--- src/slo_pkg.sv ---
// slo_pkg: shared widths, register map, status codes and controller/datapath
// interface types for the struct layout engine. No dependencies.
package slo_pkg;

    // Defaults for the top-level parameters
    localparam int OFFSET_BITS_DEF = 16;
    localparam int ALIGN_MAX_DEF   = 64;

    // Fixed field widths
    localparam int SIZE_W   = 16;
    localparam int ALIGN_W  = 7;
    localparam int STATUS_W = 2;
    localparam int ADDR_W   = 4;
    localparam int DATA_W   = 32;
    localparam int REGIDX_W = 2;

    // Alignment forced on every member in argument-stack mode
    localparam logic [ALIGN_W-1:0] ARG_STACK_ALIGN = 7'd4;

    // Register indexes (byte address = 4 * index)
    localparam logic [REGIDX_W-1:0] REG_PACK         = 2'd0;
    localparam logic [REGIDX_W-1:0] REG_STRUCT_ALIGN = 2'd1;
    localparam logic [REGIDX_W-1:0] REG_UNION        = 2'd2;
    localparam logic [REGIDX_W-1:0] REG_ARG_STACK    = 2'd3;

    localparam logic [ALIGN_W-1:0] PACK_RESET = 7'd8;

    // Status codes
    localparam logic [STATUS_W-1:0] STAT_OK         = 2'd0;
    localparam logic [STATUS_W-1:0] STAT_INCOMPLETE = 2'd1;
    localparam logic [STATUS_W-1:0] STAT_OVERFLOW   = 2'd2;

    // Controller -> datapath commands
    typedef struct packed {
        logic load;       // capture input beat, open struct if needed
        logic div_start;  // launch remainder unit
        logic div_fin;    // divider operands: 1 = final size, 0 = member offset
        logic off_step;   // round running offset up to member alignment
        logic upd_step;   // advance running offset/size, latch errors
        logic fin_step;   // round size up to struct alignment
        logic out_load;   // move result into output register
    } slo_cmd_t;

    // Datapath -> controller status
    typedef struct packed {
        logic div_done;
        logic out_free;
        logic last_item;
    } slo_stat_t;

endpackage

--- src/slo_div.sv ---
// slo_div: restoring remainder unit, one dividend bit per cycle.
// Uses no package items.
module slo_div #(
    parameter int NUM_W = 16,
    parameter int DEN_W = 7
) (
    input  logic             aclk,
    input  logic             aresetn,
    input  logic             start,
    input  logic [NUM_W-1:0] num,
    input  logic [DEN_W-1:0] den,
    output logic             done,
    output logic [DEN_W-1:0] rem
);

    localparam int CNT_W = $clog2(NUM_W + 1);

    logic             busy_reg, busy_next;
    logic             done_reg, done_next;
    logic [CNT_W-1:0] cnt_reg, cnt_next;
    logic [NUM_W-1:0] num_reg, num_next;
    logic [DEN_W-1:0] den_reg, den_next;
    logic [DEN_W-1:0] rem_reg, rem_next;
    logic [DEN_W:0]   trial;
    logic             ge;

    assign trial = {rem_reg, num_reg[NUM_W-1]};
    assign ge    = (trial >= {1'b0, den_reg});

    always_comb begin
        busy_next = busy_reg;
        done_next = 1'b0;
        cnt_next  = cnt_reg;
        num_next  = num_reg;
        den_next  = den_reg;
        rem_next  = rem_reg;
        if (start) begin
            busy_next = 1'b1;
            cnt_next  = CNT_W'(NUM_W);
            num_next  = num;
            den_next  = den;
            rem_next  = '0;
        end else if (busy_reg) begin
            num_next = {num_reg[NUM_W-2:0], 1'b0};
            rem_next = ge ? DEN_W'(trial - {1'b0, den_reg}) : trial[DEN_W-1:0];
            cnt_next = cnt_reg - CNT_W'(1);
            if (cnt_reg == CNT_W'(1)) begin
                busy_next = 1'b0;
                done_next = 1'b1;
            end
        end
    end

    always_ff @(posedge aclk) begin
        if (!aresetn) begin
            busy_reg <= 1'b0;
            done_reg <= 1'b0;
            cnt_reg  <= '0;
        end else begin
            busy_reg <= busy_next;
            done_reg <= done_next;
            cnt_reg  <= cnt_next;
        end
    end

    always_ff @(posedge aclk) begin
        num_reg <= num_next;
        den_reg <= den_next;
        rem_reg <= rem_next;
    end

    assign done = done_reg;
    assign rem  = rem_reg;

endmodule

--- src/slo_dp.sv ---
// slo_dp: layout datapath - running offset/size, alignment and pack tracking,
// error latch, output register. Depends on slo_pkg and slo_div.
module slo_dp
    import slo_pkg::*;
#(
    parameter int OFFSET_BITS = OFFSET_BITS_DEF,
    parameter int ALIGN_MAX   = ALIGN_MAX_DEF
) (
    input  logic                aclk,
    input  logic                aresetn,
    input  slo_cmd_t            cmd,
    output slo_stat_t           stat,
    // configuration
    input  logic [ALIGN_W-1:0]  cfg_pack,
    input  logic [ALIGN_W-1:0]  cfg_struct_align,
    input  logic                cfg_union,
    input  logic                cfg_arg_stack,
    // input beat
    input  logic [SIZE_W-1:0]   s_member_size,
    input  logic [ALIGN_W-1:0]  s_member_align,
    input  logic [ALIGN_W-1:0]  s_member_explicit_align,
    input  logic                s_member_complete,
    input  logic                s_last_member,
    // result beat
    output logic                m_valid,
    input  logic                m_ready,
    output logic [SIZE_W-1:0]   m_member_offset,
    output logic [SIZE_W-1:0]   m_struct_size,
    output logic [ALIGN_W-1:0]  m_struct_align,
    output logic [STATUS_W-1:0] m_status,
    output logic                m_last
);

    localparam int AW  = $clog2(ALIGN_MAX + 1);
    localparam int VW  = (OFFSET_BITS > SIZE_W) ? OFFSET_BITS : SIZE_W;
    localparam int CAW = ALIGN_W + AW;
    localparam logic [VW:0] SAT = (VW+1)'((64'd1 << OFFSET_BITS) - 64'd1);

    function automatic logic [AW-1:0] clamp_a(input logic [ALIGN_W-1:0] a);
        logic [CAW-1:0] ax;
        ax = CAW'(a);
        if (a == '0)
            return AW'(1);
        else if (ax > CAW'(ALIGN_MAX))
            return AW'(ALIGN_MAX);
        else
            return AW'(a);
    endfunction

    // state
    logic                started_reg;
    logic                m_valid_reg;
    logic [VW-1:0]       run_off_reg;
    logic [VW-1:0]       run_size_reg;
    logic [VW-1:0]       off_reg;
    logic [VW-1:0]       fin_reg;
    logic [AW-1:0]       max_align_reg;
    logic [AW-1:0]       eff_pack_reg;
    logic [AW-1:0]       ia_reg;
    logic [STATUS_W-1:0] err_reg;
    logic                ovf_reg;
    logic [SIZE_W-1:0]   msize_reg;
    logic                complete_reg;
    logic                last_reg;
    logic [SIZE_W-1:0]   m_offset_reg;
    logic [SIZE_W-1:0]   m_size_reg;
    logic [ALIGN_W-1:0]  m_align_reg;
    logic [STATUS_W-1:0] m_status_reg;
    logic                m_last_reg;

    // struct-open values and member alignment
    logic [ALIGN_W-1:0] pk7, mexpl;
    logic [AW-1:0]      ea_c, pk_c, begin_pack, begin_max;
    logic [AW-1:0]      base_pack, base_max, ia, new_pack, new_max;
    logic [AW-1:0]      align_out;

    always_comb begin
        pk7        = cfg_arg_stack ? ARG_STACK_ALIGN : cfg_pack;
        ea_c       = clamp_a(cfg_struct_align);
        pk_c       = clamp_a(pk7);
        begin_pack = (cfg_struct_align != '0 && ea_c > pk_c) ? ea_c : pk_c;
        begin_max  = (cfg_struct_align != '0) ? ea_c : AW'(1);
        base_pack  = started_reg ? eff_pack_reg : begin_pack;
        base_max   = started_reg ? max_align_reg : begin_max;
        mexpl      = cfg_arg_stack ? ARG_STACK_ALIGN : s_member_explicit_align;
        ia         = (mexpl != '0) ? clamp_a(mexpl) : clamp_a(s_member_align);
        new_pack   = (mexpl != '0 && ia > base_pack) ? ia : base_pack;
        new_max    = (ia > base_max) ? ia : base_max;
    end

    assign align_out = (max_align_reg < eff_pack_reg) ? max_align_reg : eff_pack_reg;

    // remainder unit
    logic          div_done;
    logic [AW-1:0] div_rem;

    slo_div #(
        .NUM_W (VW),
        .DEN_W (AW)
    ) u_div (
        .aclk    (aclk),
        .aresetn (aresetn),
        .start   (cmd.div_start),
        .num     (cmd.div_fin ? run_size_reg : run_off_reg),
        .den     (cmd.div_fin ? align_out : ia_reg),
        .done    (div_done),
        .rem     (div_rem)
    );

    // round-up and advance arithmetic
    logic [VW:0] off_sum, end_sum, fin_sum, msize_x;
    logic        end_ovf, ovf_any;

    always_comb begin
        off_sum = (VW+1)'(run_off_reg) +
                  ((div_rem == '0) ? '0 : (VW+1)'(ia_reg - div_rem));
        fin_sum = (VW+1)'(run_size_reg) +
                  ((div_rem == '0) ? '0 : (VW+1)'(align_out - div_rem));
        msize_x = (VW+1)'(msize_reg);
        end_sum = (VW+1)'(off_reg) + msize_x;
        end_ovf = (end_sum > SAT);
        ovf_any = ovf_reg | (!cfg_union & end_ovf);
    end

    always_ff @(posedge aclk) begin
        if (cmd.load) begin
            ia_reg        <= ia;
            eff_pack_reg  <= new_pack;
            max_align_reg <= new_max;
            run_off_reg   <= started_reg ? run_off_reg : '0;
            run_size_reg  <= started_reg ? run_size_reg : '0;
            err_reg       <= started_reg ? err_reg : STAT_OK;
            ovf_reg       <= 1'b0;
            msize_reg     <= s_member_size;
            complete_reg  <= s_member_complete;
            last_reg      <= s_last_member;
        end
        if (cmd.off_step) begin
            if (off_sum > SAT) begin
                off_reg <= SAT[VW-1:0];
                ovf_reg <= 1'b1;
            end else begin
                off_reg <= off_sum[VW-1:0];
            end
        end
        if (cmd.upd_step) begin
            if (cfg_union) begin
                if ((VW+1)'(run_size_reg) < msize_x)
                    run_size_reg <= msize_x[VW-1:0];
            end else begin
                run_off_reg  <= end_ovf ? SAT[VW-1:0] : end_sum[VW-1:0];
                run_size_reg <= end_ovf ? SAT[VW-1:0] : end_sum[VW-1:0];
            end
            if (err_reg == STAT_OK) begin
                if (!complete_reg)
                    err_reg <= STAT_INCOMPLETE;
                else if (ovf_any)
                    err_reg <= STAT_OVERFLOW;
            end
        end
        if (cmd.fin_step) begin
            if (fin_sum > SAT) begin
                fin_reg <= SAT[VW-1:0];
                if (err_reg == STAT_OK)
                    err_reg <= STAT_OVERFLOW;
            end else begin
                fin_reg <= fin_sum[VW-1:0];
            end
        end
        if (cmd.out_load) begin
            m_offset_reg <= off_reg[SIZE_W-1:0];
            m_size_reg   <= last_reg ? fin_reg[SIZE_W-1:0] : run_size_reg[SIZE_W-1:0];
            m_align_reg  <= ALIGN_W'(align_out);
            m_status_reg <= err_reg;
            m_last_reg   <= last_reg;
        end
    end

    always_ff @(posedge aclk) begin
        if (!aresetn) begin
            started_reg <= 1'b0;
            m_valid_reg <= 1'b0;
        end else begin
            if (cmd.load)
                started_reg <= 1'b1;
            else if (cmd.out_load && last_reg)
                started_reg <= 1'b0;
            if (cmd.out_load)
                m_valid_reg <= 1'b1;
            else if (m_ready)
                m_valid_reg <= 1'b0;
        end
    end

    assign stat.div_done  = div_done;
    assign stat.out_free  = !m_valid_reg || m_ready;
    assign stat.last_item = last_reg;

    assign m_valid         = m_valid_reg;
    assign m_member_offset = m_offset_reg;
    assign m_struct_size   = m_size_reg;
    assign m_struct_align  = m_align_reg;
    assign m_status        = m_status_reg;
    assign m_last          = m_last_reg;

endmodule

--- src/slo_ctrl.sv ---
// slo_ctrl: sequencer for one member: capture, offset round-up, advance,
// final round-up on the last member, hand-off to the output register. Uses slo_pkg.
module slo_ctrl
    import slo_pkg::*;
(
    input  logic      aclk,
    input  logic      aresetn,
    input  logic      s_valid,
    output logic      s_ready,
    input  slo_stat_t stat,
    output slo_cmd_t  cmd
);

    localparam logic [2:0] S_IDLE   = 3'd0;
    localparam logic [2:0] S_OSTART = 3'd1;
    localparam logic [2:0] S_OWAIT  = 3'd2;
    localparam logic [2:0] S_UPD    = 3'd3;
    localparam logic [2:0] S_FSTART = 3'd4;
    localparam logic [2:0] S_FWAIT  = 3'd5;
    localparam logic [2:0] S_OUT    = 3'd6;

    logic [2:0] state_reg, state_next;

    always_comb begin
        state_next = state_reg;
        cmd        = '0;
        s_ready    = 1'b0;
        case (state_reg)
            S_IDLE: begin
                s_ready = 1'b1;
                if (s_valid) begin
                    cmd.load   = 1'b1;
                    state_next = S_OSTART;
                end
            end
            S_OSTART: begin
                cmd.div_start = 1'b1;
                state_next    = S_OWAIT;
            end
            S_OWAIT: begin
                if (stat.div_done) begin
                    cmd.off_step = 1'b1;
                    state_next   = S_UPD;
                end
            end
            S_UPD: begin
                cmd.upd_step = 1'b1;
                state_next   = stat.last_item ? S_FSTART : S_OUT;
            end
            S_FSTART: begin
                cmd.div_start = 1'b1;
                cmd.div_fin   = 1'b1;
                state_next    = S_FWAIT;
            end
            S_FWAIT: begin
                if (stat.div_done) begin
                    cmd.fin_step = 1'b1;
                    state_next   = S_OUT;
                end
            end
            S_OUT: begin
                if (stat.out_free) begin
                    cmd.out_load = 1'b1;
                    state_next   = S_IDLE;
                end
            end
            default: begin
                state_next = S_IDLE;
            end
        endcase
    end

    always_ff @(posedge aclk) begin
        if (!aresetn)
            state_reg <= S_IDLE;
        else
            state_reg <= state_next;
    end

endmodule

--- src/struct_layout_offsets.sv ---
// struct_layout_offsets: top level - APB register file, sequencer and datapath.
// Depends on slo_pkg, slo_ctrl, slo_dp (and slo_div below it).
//
// Usage:
//   Members of one C struct or union enter on the s_ channel, one per beat, the
//   final one flagged by s_last_member. Each beat yields exactly one result beat
//   on the m_ channel: the member's offset, the running size (the size rounded
//   up to the struct alignment on the last member), the struct alignment capped
//   by the effective pack, a sticky per-struct status and the last flag.
//   The remainder unit retires one dividend bit per cycle and runs once per
//   member, and a second time for the final size.
//   One member is in flight at a time; s_ready is high while the sequencer is
//   idle, also while a finished result still waits in the output register.
//   If the receiver stalls, the result holds in the output register and the next
//   member is worked up to the hand-off, where it waits for the register to free.
//   Reset (aresetn low, synchronous) empties the output, clears the struct-open
//   flag and returns pack to 8, the other registers to 0. Pack and struct-alignment
//   writes are picked up when the next struct opens; union and arg-stack per member.
module struct_layout_offsets
    import slo_pkg::*;
#(
    parameter int OFFSET_BITS = OFFSET_BITS_DEF,
    parameter int ALIGN_MAX   = ALIGN_MAX_DEF
) (
    input  logic                aclk,
    input  logic                aresetn,
    // APB configuration port
    input  logic                psel,
    input  logic                penable,
    input  logic                pwrite,
    input  logic [ADDR_W-1:0]   paddr,
    input  logic [DATA_W-1:0]   pwdata,
    output logic [DATA_W-1:0]   prdata,
    output logic                pready,
    // member input
    input  logic                s_valid,
    output logic                s_ready,
    input  logic [SIZE_W-1:0]   s_member_size,
    input  logic [ALIGN_W-1:0]  s_member_align,
    input  logic [ALIGN_W-1:0]  s_member_explicit_align,
    input  logic                s_member_complete,
    input  logic                s_last_member,
    // layout result
    output logic                m_valid,
    input  logic                m_ready,
    output logic [SIZE_W-1:0]   m_member_offset,
    output logic [SIZE_W-1:0]   m_struct_size,
    output logic [ALIGN_W-1:0]  m_struct_align,
    output logic [STATUS_W-1:0] m_status,
    output logic                m_last
);

    // Register file
    logic [ALIGN_W-1:0]  pack_reg;
    logic [ALIGN_W-1:0]  salign_reg;
    logic                union_reg;
    logic                argstk_reg;
    logic                wr_en;
    logic [REGIDX_W-1:0] reg_idx;

    assign pready  = 1'b1;
    assign wr_en   = psel && penable && pwrite && pready;
    assign reg_idx = paddr[ADDR_W-1:2];

    always_ff @(posedge aclk) begin
        if (!aresetn) begin
            pack_reg   <= PACK_RESET;
            salign_reg <= '0;
            union_reg  <= 1'b0;
            argstk_reg <= 1'b0;
        end else if (wr_en) begin
            case (reg_idx)
                REG_PACK:         pack_reg   <= pwdata[ALIGN_W-1:0];
                REG_STRUCT_ALIGN: salign_reg <= pwdata[ALIGN_W-1:0];
                REG_UNION:        union_reg  <= pwdata[0];
                REG_ARG_STACK:    argstk_reg <= pwdata[0];
                default: begin
                end
            endcase
        end
    end

    // Read mux, combinational
    always_comb begin
        case (reg_idx)
            REG_PACK:         prdata = DATA_W'(pack_reg);
            REG_STRUCT_ALIGN: prdata = DATA_W'(salign_reg);
            REG_UNION:        prdata = DATA_W'(union_reg);
            REG_ARG_STACK:    prdata = DATA_W'(argstk_reg);
            default:          prdata = '0;
        endcase
    end

    // Sequencer <-> datapath
    slo_cmd_t  cmd;
    slo_stat_t stat;

    slo_ctrl u_ctrl (
        .aclk    (aclk),
        .aresetn (aresetn),
        .s_valid (s_valid),
        .s_ready (s_ready),
        .stat    (stat),
        .cmd     (cmd)
    );

    slo_dp #(
        .OFFSET_BITS (OFFSET_BITS),
        .ALIGN_MAX   (ALIGN_MAX)
    ) u_dp (
        .aclk                    (aclk),
        .aresetn                 (aresetn),
        .cmd                     (cmd),
        .stat                    (stat),
        .cfg_pack                (pack_reg),
        .cfg_struct_align        (salign_reg),
        .cfg_union               (union_reg),
        .cfg_arg_stack           (argstk_reg),
        .s_member_size           (s_member_size),
        .s_member_align          (s_member_align),
        .s_member_explicit_align (s_member_explicit_align),
        .s_member_complete       (s_member_complete),
        .s_last_member           (s_last_member),
        .m_valid                 (m_valid),
        .m_ready                 (m_ready),
        .m_member_offset         (m_member_offset),
        .m_struct_size           (m_struct_size),
        .m_struct_align          (m_struct_align),
        .m_status                (m_status),
        .m_last                  (m_last)
    );

endmodule

--- config.mk ---
export PLATFORM = sky130hd
export DESIGN_NAME = struct_layout_offsets
export DESIGN_NICKNAME = d
export VERILOG_FILES = /design/src/slo_pkg.sv /design/src/slo_div.sv /design/src/slo_dp.sv /design/src/slo_ctrl.sv /design/src/struct_layout_offsets.sv
export SDC_FILE = /design/constraint.sdc
export NUM_CORES = 1
export LEC_CHECK = 0
export BUFFER_PORTS_ARGS = -buffer_cell sky130_fd_sc_hd__buf_4
export CORE_ASPECT_RATIO = 1.2
export CORE_MARGIN = 1
export CORE_UTILIZATION = 60
export DETAILED_ROUTE_END_ITERATION = 8
export GPL_TIMING_DRIVEN = 0
export PLACE_DENSITY_LB_ADDON = 0.1
export SETUP_SLACK_MARGIN = 0.2
export SKIP_LAST_GASP = 1
export SLEW_MARGIN = 20
export SYNTH_ARGS = -nofsm -noshare
export SYNTH_HDL_FRONTEND = slang
export SYNTH_HIERARCHICAL = 1
export SYNTH_SLANG_ARGS = --single-unit
--- constraint.sdc ---
create_clock -name aclk -period 11.13 [get_ports aclk]
set_input_delay 1.6695 -clock aclk [delete_from_list [all_inputs] [get_ports aclk]]
set_output_delay 1.6695 -clock aclk [all_outputs]
set_load 0.03 [all_outputs]
-- Yosys cells after proc, flatten, opt, wreduce, memory -nomap -nowiden
Index checks and enable logic that the tools add are counted.
- output and inout port bits: 77
- logic and storage cells: 174
- bits of input ports: 75
- flip-flop bits (word level): 206
- bitwise operators: 4
- $add $sub $neg: 7
- reductions and logical operators: 29
- muxes and demuxes: 76
- equality and inequality tests: 14
- magnitude comparators: 13
- operator list (kind ; count):
    16-bit 2-to-1 mux ; 14
    7-bit 2-to-1 mux ; 20
    32-bit one-hot mux with 4 select lines ; 1
    17-bit by 16-bit greater-than comparator with 1-bit output (second input constant) ; 3
    7-bit logical NOT ; 5
    16-bit by 17-bit adder with 17-bit output ; 2
    17-bit 2-to-1 mux ; 2
    7-bit greater-than comparator (second input constant) ; 4
    1-bit 2-to-1 mux ; 22
    7-bit greater-than comparator ; 3
    3-bit one-hot mux with 7 select lines ; 1
    2-bit 2-to-1 mux ; 10
    16-bit by 16-bit adder with 17-bit output ; 1
    16-bit < comparator ; 1
    7-bit by 7-bit subtractor with 8-bit output ; 2
    7-bit nonzero test ; 2
    3-bit 2-to-1 mux ; 4
    5-bit 2-to-1 mux ; 2
    3-bit == test (second input constant) ; 3
    8-bit by 7-bit greater-or-equal comparator with 1-bit output ; 1
    2-bit AND reduction ; 4
    7-bit < comparator ; 1
    7-bit subtractor ; 1
    3-bit by 2-bit == test with 1-bit output (second input constant) ; 2
    19 further kinds ; 32

-- Depth between registers and ports, before layout
- depth in word-level cells: 11
- depth in mapped cells: 25
- gate-level depth less buffers: 24

-- Modules after synthesis
Netlist, hierarchy kept.
- modules (own cells, without submodules) (module ; area an instance (um2) ; instances ; cells an instance ; seq. area each (um2)):
    slo_dp ; 9925.8 ; 1 ; 966 ; 4134.0
    slo_div ; 1923.1 ; 1 ; 168 ; 970.9
    struct_layout_offsets ; 987.2 ; 1 ; 108 ; 320.3
    slo_ctrl ; 244.0 ; 1 ; 31 ; 60.1

-- Worst setup path before layout
Ideal clock, no wire load.
- path type: input port to flip-flop
- start: input port s_valid
- end: register u_dp.run_size_reg[10]
- data arrival time: 6.013 ns
- path buffers: 1
- slack: 4.995 ns
- setup time: 0.122 ns
- data required time: 11.008 ns
- cell stages on the path: 7
- cell sequence: nand2b_1 -> nor3_1 -> nand2b_1 -> and2_1 -> clkbuf_1 -> and3_1 -> a311o_1
- RTL lines (item ; RTL line ; RTL):
    from (decl) ; struct_layout_offsets.sv:36 ; input logic s_valid,
    to (signal assigned) ; slo_dp.sv:131 ; run_size_reg <= started_reg ? run_size_reg : '0;
    to (signal assigned) ; slo_dp.sv:149 ; run_size_reg <= msize_x[VW-1:0];
    to (signal assigned) ; slo_dp.sv:152 ; run_size_reg <= end_ovf ? SAT[VW-1:0] : end_sum[VW-1:0];
    to (decl) ; slo_dp.sv:54 ; logic [VW-1:0] run_size_reg;

-- Worst setup path in the final report
- start: register u_dp.max_align_reg[5]
- end: register u_dp.fin_reg[15], data pin
- cells in the longest elaborated chain, start to end: 6
- RTL lines (item ; RTL line ; RTL):
    from (decl) ; slo_dp.sv:57 ; logic [AW-1:0] max_align_reg;
    from (signal assigned) ; slo_dp.sv:129 ; max_align_reg <= new_max;
    7-bit < comparator (*) ; slo_dp.sv:91 ; assign align_out = (max_align_reg < eff_pack_reg) ? max_align_reg : eff_pack_reg;
    7-bit 2-to-1 mux (*) ; slo_dp.sv:91 ;
    via u_dp.align_out[1] ; slo_dp.sv:75 ; logic [AW-1:0] align_out;
    7-bit by 7-bit subtractor with 8-bit output (*) ; slo_dp.sv:118 ; ((div_rem == '0) ? '0 : (VW+1)'(align_out - div_rem));
    17-bit 2-to-1 mux (*) ; slo_dp.sv:118 ;
    16-bit by 17-bit adder with 17-bit output (*) ; slo_dp.sv:117 ; fin_sum = (VW+1)'(run_size_reg) +
    17-bit by 16-bit greater-than comparator with 1-bit output ; slo_dp.sv:162 ; if (fin_sum > SAT) begin
    to (signal assigned) ; slo_dp.sv:163 ; fin_reg <= SAT[VW-1:0];
    to (signal assigned) ; slo_dp.sv:167 ; fin_reg <= fin_sum[VW-1:0];
    to (decl) ; slo_dp.sv:56 ; logic [VW-1:0] fin_reg;
The timed path passes the listed nets; every way through them passes the cells marked *.
A chain may end at the register's enable or synchronous reset.

==> run summary <==
R2R cell count = 19
later-pin clock latency in the skew report = 0.51 ns
Post-synth EDFFs = 136
pin count of the biggest net entering global routing = 45
routed length on met1 = 13100 um
fmax = 149 MHz
Synth Cell Area = 13100 sq um
RR Endpoint = u_dp/fin_reg[15]
CTS hold repair buffers = 0
clock-pin slew of the registers on the worst-case setup and hold paths = 0.06 ns
CP required = 11.39 ns
final net count = 1616
element type at the critical path end = register
Seq/Total Area, Yosys = 41.9%
syn_area_per_cell = 10.3 sq um
DR vias = 10356
Met3 Wirelength = 1560 um
fillcell total = 1645
Overflow after GRT = 0
clk sinks = 206
WL per Instance = 19.6 um
placed inst area = 14300 sq um
CP Class = register to register
top_reg_cell synth = edfxtp_1
clock buffer depth = 3
die area = 22400 sq um
number of max-cap violations = 0
Die Y = 164 um
DRC viols = 0
drt initial violations = 659
Post-CTS Setup Repair Bufs = 0
PD cells = 212 nW/um^2
H-tree depth = 1
Pwr Total = 3.20 mW
R2R Setup Slk = 4.41 ns
initial core utilization = 61.7%
Top Metal Used = met4
post-route ant nets = 0
design area = 15100 sq um
Syn Inst Count = 1273
GPL Wtd Cong = 0.918
initial antenna violation count = 0
Post-Layout Cell Count = 1708
Async S/R FF share, synth = 0%
WP data arrival = 6.98 ns
post-CTS resize count = 0
Vias/cell = 6.06
Core Area = 21200 sq um
# rows = 58
WHS Path Cells = 2
Final Hold Viols = 0
total track usage = 30.7%
Worst Hold Endpoint = u_dp/run_off_reg[0]
Cells after DPL = 1668
Yosys cell types = 88
share of the synthesized area in the top cell type = 31.2%
Peak VDD IR = 0.155 mV
final core utilization = 71.1%
Ports = 152
CTS tree = built
worst-path fanout max = 10
root buffer cell = clkbuf_16
layout cells sized above 1 = 18.6%
drt pass-1 iters = 5
Setup Viol. Count Final = 0
Worst Tran Pin Value = 1.03 ns
status = complete, no violations
final wirelength = 33400 um
Fin Clk Skew = 0.0111 ns
relative slew slack = 31.1%
leading area contributor after synthesis = edfxtp_1
Syn-to-layout area delta = 15.2%
min Tclk post-route = 6.72 ns
crit start category = register
metal2 WL = 16900 um
Setup TNS = 0 ns
worst hold start = u_dp/run_off_reg[0]
vias in the first global route = 10431
HP Class = register to register
first-pass GRT wire length = 52800 um
DP Wirelength = 25200 um
dominant cells by area after synthesis = edfxtp_1 31%, ha_1 11%, dfxtp_1 11%
total CTS buffers = 22
Critical R2R Launch = u_dp/max_align_reg[5]
Synth top cells by count = 136 x edfxtp_1, 113 x ha_1, 112 x nand2_1
sequential cell area = 5490 sq um
Synth Register Bits = 206
# diodes = 0
synth warn = 6
area used by multi-input combinational logic = 7010 sq um
final worst path period share = 60.4%
Die Wd = 137 um
I/O Buffers = 97
Slew Viols, Final = 0
most frequent cell after synthesis = edfxtp_1
static leakage = 6.64 nW
RSZ-0062 raised after global routing = false
## area by class of cell
type | count | share of cell area [%]
repair buffers | 101 | 5.03
plain buffers | 71 | 2.83
well taps | 270 | 2.24
clock buffers | 25 | 3.93
multi-input cells | 948 | 46.5
clock inverters | 15 | 1.31
flip-flops and latches | 206 | 36.4
inverters | 72 | 1.79
## cell families after synthesis
group | synth area share (%)
other | 0.0574
xor gates and xnor gates | 3.14
DFF | 41.9
buffers and inverters | 5.33
muxes | 8.91
AOI/OAI and AO/OA | 15.7
adders and majority gates | 11.7
and+or+nand+nor | 13.2
## metrics by stage
stage               hold WS (ns)  setup slack [ns]
finish                     0.472              4.41
global route               0.500              4.05
CTS                        0.471              4.47
detailed placement         0.458              4.51
global placement           0.449              2.30
floorplan                  0.433              5.00
## worst max path at each step
stage | slack [ns] | start | endpoint
2_1_floorplan | 5.00 | s_valid | u_dp/run_size_reg[10]
3_3_place_gp | 2.30 | s_valid | u_dp/run_off_reg[13]
3_5_place_dp | 4.51 | u_dp/eff_pack_reg[5] | u_dp/fin_reg[3]
4_1_cts | 4.47 | u_dp/eff_pack_reg[5] | u_dp/fin_reg[15]
5_1_grt | 4.05 | u_dp/eff_pack_reg[5] | u_dp/fin_reg[15]
6_report | 4.41 | u_dp/max_align_reg[5] | u_dp/fin_reg[15]
## report_power, final
| group | switching, mW | internal [mW] |
|---|---|---|
| Clock | 0.317 | 0.479 |
| Combinational | 0.820 | 0.568 |
| Sequential | 0.0665 | 0.948 |
## critical path: stages (launching register included)
cell and delay (ns):
edfxtp_1 0.43, ha_1 0.33, a2111oi_0 0.40, a21o_1 0.16, clkbuf_1 0.35, mux2i_1 0.52
inv_1 0.17, ha_1 0.32, nor2b_1 0.14, o31a_1 0.27, or4_4 0.43, a311oi_4 0.70
ha_1 0.43, a21o_1 0.21, a2111oi_0 0.40, o21ai_0 0.15, o21ai_1 0.23, xor2_2 0.46
buf_4 0.28, nand2_1 0.07
## cells in the final DEF (no fill, tap or decap), drive strengths merged, types with 19 or more instances in the layout
master  Yosys  final
a21o       42     42
a21oi      72     72
buf        46    147
clkbuf     25     50
conb        2     26
dfxtp      70     70
edfxtp    136    136
ha        113    113
inv        72     72
mux2       62     62
mux2i      44     44
nand2     112    112
nand2b     25     25
nand3      27     27
nor2       79     79
nor2b      19     19
o21ai      62     62
xnor2      27     27
xor2       19     19
## per-layer routing
metal,vias up,track usage [%]
met5,-,0
met4,0,17.6
met3,117,3.24
met2,366,55.3
met1,4910,35.0
li1,4963,-
Power figures use the tool's default switching activity.
